File: config.mk
export PLATFORM = sky130hd
export DESIGN_NAME = fifo_handoff_lock_unit
export DESIGN_NICKNAME = d
export VERILOG_FILES = /design/src/rtl/fhl_pkg.sv /design/src/rtl/fhl_cell.sv /design/src/rtl/fhl_queue.sv /design/src/rtl/fifo_handoff_lock_unit.sv
export SDC_FILE = /design/constraint.sdc
export NUM_CORES = 1
export LEC_CHECK = 0
export BUFFER_PORTS_ARGS = -buffer_cell sky130_fd_sc_hd__buf_4
export CAP_MARGIN = 40
export CORE_MARGIN = 4
export CORE_UTILIZATION = 42
export CTS_CLUSTER_SIZE = 28
export DETAILED_ROUTE_END_ITERATION = 10
export PLACE_DENSITY = 0.69
export SYNTH_ARGS = -nofsm -noshare
export SYNTH_HDL_FRONTEND = slang
export SYNTH_HIERARCHICAL = 1
export SYNTH_SLANG_ARGS = --single-unit
export TNS_END_PERCENT = 5
File: constraint.sdc
create_clock -name clock -period 4.6 [get_ports clock]
set_clock_uncertainty 0.05 [all_clocks]
set_input_delay 0.46 -clock clock [delete_from_list [all_inputs] [get_ports clock]]
set_output_delay 0.46 -clock clock [all_outputs]
set_load 0.05 [all_outputs]
File: src/rtl/fhl_pkg.sv
package fhl_pkg;

   // request kinds
   localparam logic [1:0] ACT_INIT    = 2'd0;
   localparam logic [1:0] ACT_LOCK    = 2'd1;
   localparam logic [1:0] ACT_UNLOCK  = 2'd2;
   localparam logic [1:0] ACT_DESTROY = 2'd3;

   // result codes
   localparam logic [3:0] ST_GRANTED = 4'd0;
   localparam logic [3:0] ST_QUEUED  = 4'd1;
   localparam logic [3:0] ST_HANDED  = 4'd2;
   localparam logic [3:0] ST_FREED   = 4'd3;
   localparam logic [3:0] ST_IGNORED = 4'd4;
   localparam logic [3:0] ST_UNINIT  = 4'd5;
   localparam logic [3:0] ST_FULL    = 4'd6;
   localparam logic [3:0] ST_OWNED   = 4'd7;
   localparam logic [3:0] ST_INIT    = 4'd8;
   localparam logic [3:0] ST_DESTROY = 4'd9;

   // queue control travelling from the lock logic to every cell
   typedef struct packed {
      logic clear;
      logic push;
      logic pop;
   } qctl_type;

endpackage

File: src/rtl/fhl_cell.sv
module fhl_cell #(
   parameter int IdW = 8
) (
   input  logic               clock,
   input  logic               reset,
   input  fhl_pkg::qctl_type  ctl,
   input  logic [IdW-1:0]     push_id,
   input  logic               prev_valid,
   input  logic               next_valid,
   input  logic [IdW-1:0]     next_id,
   output logic               valid,
   output logic [IdW-1:0]     id
);
   import fhl_pkg::*;

   logic           valid_ff, valid_in;
   logic [IdW-1:0] id_ff, id_in;
   logic           take_push;

   // a push lands in the first empty cell: the head cell, or one behind an occupied one
   assign take_push = ctl.push && prev_valid && !valid_ff;

   // empty on clear, shift towards the head on pop, load on push, else hold
   always_comb begin
      valid_in = valid_ff;
      id_in    = id_ff;
      if (ctl.clear) begin
         valid_in = 1'b0;
      end else if (ctl.pop) begin
         valid_in = next_valid;
         id_in    = next_id;
      end else if (take_push) begin
         valid_in = 1'b1;
         id_in    = push_id;
      end
   end

   always_ff @(posedge clock) begin
      if (reset) begin
         valid_ff <= 1'b0;
      end else begin
         valid_ff <= valid_in;
      end
   end

   always_ff @(posedge clock) begin
      id_ff <= id_in;
   end

   assign valid = valid_ff;
   assign id    = id_ff;

endmodule

File: src/rtl/fhl_queue.sv
module fhl_queue #(
   parameter int Depth = 16,
   parameter int IdW   = 8
) (
   input  logic               clock,
   input  logic               reset,
   input  fhl_pkg::qctl_type  ctl,
   input  logic [IdW-1:0]     push_id,
   output logic [IdW-1:0]     head_id,
   output logic               empty,
   output logic               full
);
   import fhl_pkg::*;

   logic [Depth-1:0] cell_valid;
   logic [IdW-1:0]   cell_id [Depth];

   // row of cells, cell zero holds the head of the queue
   for (genvar i = 0; i < Depth; i++) begin : g_cell
      logic           prev_v;
      logic           next_v;
      logic [IdW-1:0] next_i;

      if (i == 0) begin : g_first
         assign prev_v = 1'b1;
      end else begin : g_mid
         assign prev_v = cell_valid[i-1];
      end

      if (i == Depth - 1) begin : g_last
         assign next_v = 1'b0;
         assign next_i = '0;
      end else begin : g_inner
         assign next_v = cell_valid[i+1];
         assign next_i = cell_id[i+1];
      end

      fhl_cell #(.IdW(IdW)) u_cell (
         .clock      (clock),
         .reset      (reset),
         .ctl        (ctl),
         .push_id    (push_id),
         .prev_valid (prev_v),
         .next_valid (next_v),
         .next_id    (next_i),
         .valid      (cell_valid[i]),
         .id         (cell_id[i])
      );
   end

   assign head_id = cell_id[0];
   assign empty   = !cell_valid[0];
   assign full    = cell_valid[Depth-1];

endmodule

File: src/rtl/fifo_handoff_lock_unit.sv
// Hardware mutex with first-in first-out handoff. Each transaction on the req_
// side carries a request kind (init, lock, unlock, destroy) and a requester id;
// exactly one result transaction follows on the rsp_ side with a status code and
// the owner after the request. A request is decided in the cycle it is taken and
// its result is registered, so the unit takes one request per clock cycle and
// the result appears in the cycle after acceptance; the rate is set by the single
// result register, which frees as soon as rsp_tready takes its contents. Waiters
// sit in a row of QUEUE_DEPTH cells that shift towards the head on each handoff.
// Only the low ID_BITS bits of the requester id are kept (at most eight).
module fifo_handoff_lock_unit #(
   parameter int QUEUE_DEPTH = 16,
   parameter int ID_BITS     = 8
) (
   input  logic       clock,
   input  logic       reset,
   input  logic       req_tvalid,
   output logic       req_tready,
   input  logic [7:0] req_tdata,   // requester[7:0]
   input  logic [1:0] req_tuser,   // action[1:0]
   output logic       rsp_tvalid,
   input  logic       rsp_tready,
   output logic [7:0] rsp_tdata,   // holder[7:0]
   output logic [4:0] rsp_tuser    // status[3:0], holder_valid[4]
);
   import fhl_pkg::*;

   localparam int IdW = (ID_BITS < 8) ? ID_BITS : 8;

   logic           ready_ff, ready_in;
   logic           held_ff, held_in;
   logic [IdW-1:0] holder_ff, holder_in;
   logic           rsp_valid_ff, rsp_valid_in;
   logic [3:0]     rsp_status_ff, rsp_status_in;
   logic           rsp_held_ff;
   logic [IdW-1:0] rsp_holder_ff;

   logic           accept;
   logic [IdW-1:0] rid;
   logic [IdW-1:0] head_id;
   logic           q_empty, q_full;
   qctl_type       qctl;

   assign req_tready = !rsp_valid_ff || rsp_tready;
   assign accept     = req_tvalid && req_tready;
   assign rid        = req_tdata[IdW-1:0];

   // wait queue
   fhl_queue #(.Depth(QUEUE_DEPTH), .IdW(IdW)) u_queue (
      .clock   (clock),
      .reset   (reset),
      .ctl     (qctl),
      .push_id (rid),
      .head_id (head_id),
      .empty   (q_empty),
      .full    (q_full)
   );

   // request decision
   always_comb begin
      ready_in      = ready_ff;
      held_in       = held_ff;
      holder_in     = holder_ff;
      qctl          = '0;
      rsp_status_in = ST_INIT;
      unique case (req_tuser)
         ACT_INIT: begin
            ready_in   = 1'b1;
            held_in    = 1'b0;
            holder_in  = '0;
            qctl.clear = 1'b1;
         end
         ACT_LOCK: begin
            if (!ready_ff) begin
               rsp_status_in = ST_UNINIT;
            end else if (!held_ff) begin
               held_in       = 1'b1;
               holder_in     = rid;
               rsp_status_in = ST_GRANTED;
            end else if (holder_ff == rid) begin
               rsp_status_in = ST_GRANTED;
            end else if (q_full) begin
               rsp_status_in = ST_FULL;
            end else begin
               qctl.push     = 1'b1;
               rsp_status_in = ST_QUEUED;
            end
         end
         ACT_UNLOCK: begin
            if (!ready_ff) begin
               rsp_status_in = ST_UNINIT;
            end else if (!held_ff) begin
               rsp_status_in = ST_IGNORED;
            end else if (!q_empty) begin
               holder_in     = head_id;
               qctl.pop      = 1'b1;
               rsp_status_in = ST_HANDED;
            end else begin
               held_in       = 1'b0;
               holder_in     = '0;
               rsp_status_in = ST_FREED;
            end
         end
         ACT_DESTROY: begin
            if (held_ff) begin
               rsp_status_in = ST_OWNED;
            end else begin
               ready_in      = 1'b0;
               holder_in     = '0;
               qctl.clear    = 1'b1;
               rsp_status_in = ST_DESTROY;
            end
         end
         default: begin
            rsp_status_in = ST_INIT;
         end
      endcase
      if (!accept) begin
         ready_in  = ready_ff;
         held_in   = held_ff;
         holder_in = holder_ff;
         qctl      = '0;
      end
   end

   // result register occupancy
   always_comb begin
      rsp_valid_in = rsp_valid_ff;
      if (accept) begin
         rsp_valid_in = 1'b1;
      end else if (rsp_tready) begin
         rsp_valid_in = 1'b0;
      end
   end

   // control state
   always_ff @(posedge clock) begin
      if (reset) begin
         ready_ff     <= 1'b0;
         held_ff      <= 1'b0;
         holder_ff    <= '0;
         rsp_valid_ff <= 1'b0;
      end else begin
         ready_ff     <= ready_in;
         held_ff      <= held_in;
         holder_ff    <= holder_in;
         rsp_valid_ff <= rsp_valid_in;
      end
   end

   // result payload
   always_ff @(posedge clock) begin
      if (accept) begin
         rsp_status_ff <= rsp_status_in;
         rsp_held_ff   <= held_in;
         rsp_holder_ff <= held_in ? holder_in : '0;
      end
   end

   assign rsp_tvalid = rsp_valid_ff;
   assign rsp_tdata  = 8'(rsp_holder_ff);
   assign rsp_tuser  = {rsp_held_ff, rsp_status_ff};

endmodule

Word-level counts from Yosys, hierarchy flattened
Index checks and enable logic that the tools add are counted.
Cells by class
  reduce and logical (&&, ||, !) cells: 88
  bitwise gates (word level): 1
  equality and inequality tests: 5
  mux-type cells: 98
Operator list (number)
  two-way mux 8 bit: 38
  two-way mux 1 bit: 47
  nonzero test 2 bit: 18
  logical AND 1 bit: 32
  case mux 8 bit (4 select lines): 1
  AND reduction 2 bit: 16
  zero test 1 bit: 17
  two-way mux 4 bit: 4
  two-way mux 3 bit: 4
  case mux 4 bit (3 select lines): 1
  equality test 8 bit: 1
  equality test 2 bit, second input constant: 2
  case mux 1 bit (2 select lines): 2
  case mux 1 bit (3 select lines): 1
  AND reduction 3 bit: 1
  OR reduction 3 bit: 1
  equality test 2 x 1 -> 1 bit, second input constant: 1
  zero test 2 bit: 1
  inequality test 2 bit, second input constant: 1
  OR reduction 2 bit: 1
  logical OR 1 bit: 1
  inverter 1 bit: 1
Storage, ports and cells
  input port bits: 14
  logic and storage cells: 231
  output and inout bits: 15
  flip-flop bits (word level): 168

Depth between registers and ports, before layout
  depth in word-level cells: 10
  mapped depth: 8
  gate-level depth less buffers: 6

Hierarchy
Netlist, hierarchy kept.
By module, submodules not included
  fhl_cell: times used 16, area an instance 404.1 µm², cells an instance 24, seq. area each 260.2 µm²
  fifo_handoff_lock_unit: times used 1, area an instance 1556.5 µm², cells an instance 142, seq. area each 610.6 µm²
  fhl_queue: times used 1, area an instance 11.3 µm², cells an instance 3, seq. area each 0.0 µm²

Worst setup path before layout
Ideal clock, no wire load.
  path type: register -> register
  start: register rsp_valid_ff, in the netlist rsp_tvalid
  end: register u_queue.g_cell[0].u_cell.id_ff[0], enable pin
  setup time: 0.488 ns
  setup slack: -0.320 ns
  clock period less this slack: 4.920 ns
  cell stages (with the launch flop): 7
  path buffers: 1
  required time: 4.062 ns
  data arrival time: 4.382 ns
  cell sequence: dfxtp_1 > and2b_4 > inv_1 > buf_6 > nand2_1 > nor3b_1 > a21oi_1
RTL lines
  start, declared: line fifo_handoff_lock_unit.sv:32  | logic rsp_valid_ff, rsp_valid_in;
  start signal, assigned: line fifo_handoff_lock_unit.sv:146  | rsp_valid_ff <= rsp_valid_in;
  end signal, assigned: line fhl_cell.sv:47  | id_ff <= id_in;
  end, declared: line fhl_cell.sv:17  | logic [IdW-1:0] id_ff, id_in;

==> results_dict.tcl <==
set metrics [dict create \
    status "finished, final reports clean" \
    routedWlPerCell_um 17.7 \
    globalRouteMet3Util 0.0329 \
    grt-ovfl-total 0 \
    grt_max_degree 68 \
    core_area_um2 18800 \
    syn_avg_cell_area_um2 15.2 \
    required_ns 4.72 \
    antenna_found_initial 0 \
    power_mw 3.20 \
    cts_buffers 17 \
    root_buffer "clkbuf_16" \
    ys_async_sr_fraction 0 \
    tns_ns 0 \
    io_pins 29 \
    rsz0062_at_grt "false" \
    rows 50 \
    routed_wl_mm 14.4 \
    slew_headroom 0.428 \
    holdPathStages 2 \
    grt_use_met2 0.248 \
    clk_transition_reported_paths_ns 0.07 \
    path_cells "buf_4, inv_1, ha_1, and4b_1, and3_4, buf_4, mux2_2" \
    ant_nets 0 \
    cp_max_fo 67 \
    die_w_um 146 \
    mostFrequentLayoutCell "edfxtp_1" \
    hold_viol_final 0 \
    routed_via_density 5.42 \
    crit_top_cell "buf_4" \
    design_area_um2 8960 \
    cpPeakStageDelay_ns 0.77 \
    timing.final.ws_setup_ns 1.48 \
    drv_cap 0 \
    pre_cts_slack_ns 1.06 \
    slowest_stage "and3_4" \
    synthCells 529 \
    grt_pass1_wl_mm 24.3 \
    rrSetupSlack_ns 1.50 \
    fin_crit_ns 3.12 \
    yosys_warnings 6 \
    dp_hpwl_mm 9.26 \
    cts_sinks 168 \
    synth_edf_count 141 \
    cts_tree "yes" \
    dieArea_um2 21400 \
    insertion_delay_ns 0.43 \
    finalSetupViolCount 0 \
    power_density_nw_per_um2 358 \
    drt_iter0_markers 278 \
    syn_to_final_growth_pct 11.6 \
    vias 4425 \
    cts_resized 0 \
    antenna_cells 0 \
    max_freq_mhz 321 \
    gr-usage-met1 0.173 \
    cts.hold.buffers_added 0 \
    ys_seq_area_frac 0.594 \
    leakage_nw 2.82 \
    grt_pass1_vias 4689 \
    period_share 0.678 \
    busiest_layer "met2" \
    htreeDepth 4 \
    cts_setup_buffers 0 \
    track_usage 0.142 \
    hold_class "in -> reg" \
    layout_common_cells "141 x edfxtp_1, 128 x mux2_2, 40 x inv_1" \
    ys_types 46 \
    critPathArrivalTime_ns 3.24 \
    placed_area_um2 8390 \
    start_util 0.428 \
    ir_drop_v 0.000255 \
    drc 0 \
    crit_type "in -> reg" \
    synth_area_um2 8030 \
    critPathLaunchType "input pin" \
    cp-end-kind "flip-flop" \
    yosys_most_used_dff "edfxtp_1" \
    fin_nets 588 \
    io_buffer_count 28 \
    drive_above_1_share 0.399 \
    fin_util 0.478 \
    dieHeight_um 146 \
    synth-seq-cells 168 \
    globalplace.congestion 0.728 \
    clockBufferDepth 2 \
    tightest_slew_ns 0.857 \
    slew_violations 0 \
    worstRegToRegCells 4 \
    dr.pass1.iters 4 \
]
-- layout make-up --
cell class                      count  area, um2
Fill cell                        1596       9810
Sequential cell                   168       4770
Multi-Input combinational cell    304       2890
Clock buffer                       17        425
Tap cell                          234        293
Timing Repair Buffer               37        285
Inverter                           41        154
Clock inverter                     15        145
-- cells by family (layout without fill, tap and decap cells) --
family                   after synthesis  in the layout  synth area share
adder cells (fa/ha/maj)                5              5           0.00779
other                                  2             11          0.000935
flip-flops                           168            168             0.594
XOR/XNOR                               8              8           0.00872
AND/OR/NAND/NOR                       62             62            0.0469
multiplexers                         128            128             0.179
buffers and inverters                 66            110            0.0533
AO/OA/AOI/OAI                         90             90             0.109
-- stage by stage --
step                      instances  hold WS (ns)
final                           816         0.385
after global routing            816         0.396
after CTS                       816         0.375
after detailed placement        784         0.460
after global placement          783         0.454
after floorplan                 538         0.428
-- cell usage after synthesis (2+ instances only) --
| library cell | n | share of area |
|---|---|---|
| nor3_1 | 2 | 0.0012 |
| a21boi_0 | 8 | 0.0075 |
| nor2b_1 | 3 | 0.0023 |
| nand2_1 | 4 | 0.0019 |
| conb_1 | 2 | 0.00093 |
| a21oi_1 | 19 | 0.012 |
| dfxtp_1 | 27 | 0.067 |
| edfxtp_1 | 141 | 0.53 |
| buf_4 | 2 | 0.0019 |
| nor3b_1 | 10 | 0.0093 |
| a311oi_1 | 2 | 0.0022 |
| nor2_1 | 19 | 0.0089 |
| mux2_2 | 128 | 0.18 |
| inv_1 | 40 | 0.019 |
| ha_1 | 5 | 0.0078 |
| nand3b_1 | 16 | 0.015 |
| a22o_1 | 8 | 0.0087 |
| a221oi_2 | 8 | 0.015 |
| a2111oi_2 | 16 | 0.030 |
| nand4_1 | 2 | 0.0016 |
| a211oi_1 | 16 | 0.015 |
| buf_6 | 20 | 0.028 |
| xnor2_1 | 8 | 0.0087 |
-- final timing paths --
path                                     to                           start
max          u_queue/g_cell[1].u_cell/id[1]                    req_tuser[0]
min                            holder_ff[0]                           reset
max reg2reg  u_queue/g_cell[1].u_cell/id[1]                        ready_ff
min reg2reg  u_queue/g_cell[2].u_cell/valid  u_queue/g_cell[3].u_cell/valid
-- worst max-delay path, delay by kind of cell --
| family | cells | cell delay, ns |
|---|---|---|
| buffers and inverters | 3 | 0.75 |
| AND/OR/NAND/NOR | 2 | 1.24 |
| multiplexers | 1 | 0.41 |
| adder cells (fa/ha/maj) | 1 | 0.36 |
-- routing by layer --
layer	wire length [um]	vias to the layer above
li1	-	2125
met1	6070	2210
met2	7660	66
met3	486	24
met4	201	0
met5	0	-
-- power by group --
group | total [mW] | switching, mW | internal, mW | leakage (nW)
Sequential | 1.66 | 0.00496 | 1.65 | 1.50
Clock | 1.36 | 0.601 | 0.754 | 0.275
Combinational | 0.189 | 0.113 | 0.0770 | 1.04
Total | 3.20 | 0.719 | 2.49 | 2.82
-- registers in the layout (all words and copies together) (netlist names) --
signal                       flops
u_queue/g_cell.u_cell/valid     16
holder_ff                        8
rsp_status_ff                    4
u_queue/g_cell.u_cell/id       128
rsp_tvalid                       1
held_ff                          1
rsp_held_ff                      1
ready_ff                         1
rsp_tdata                        8
No activity file was read; power rests on OpenSTA's default activity.
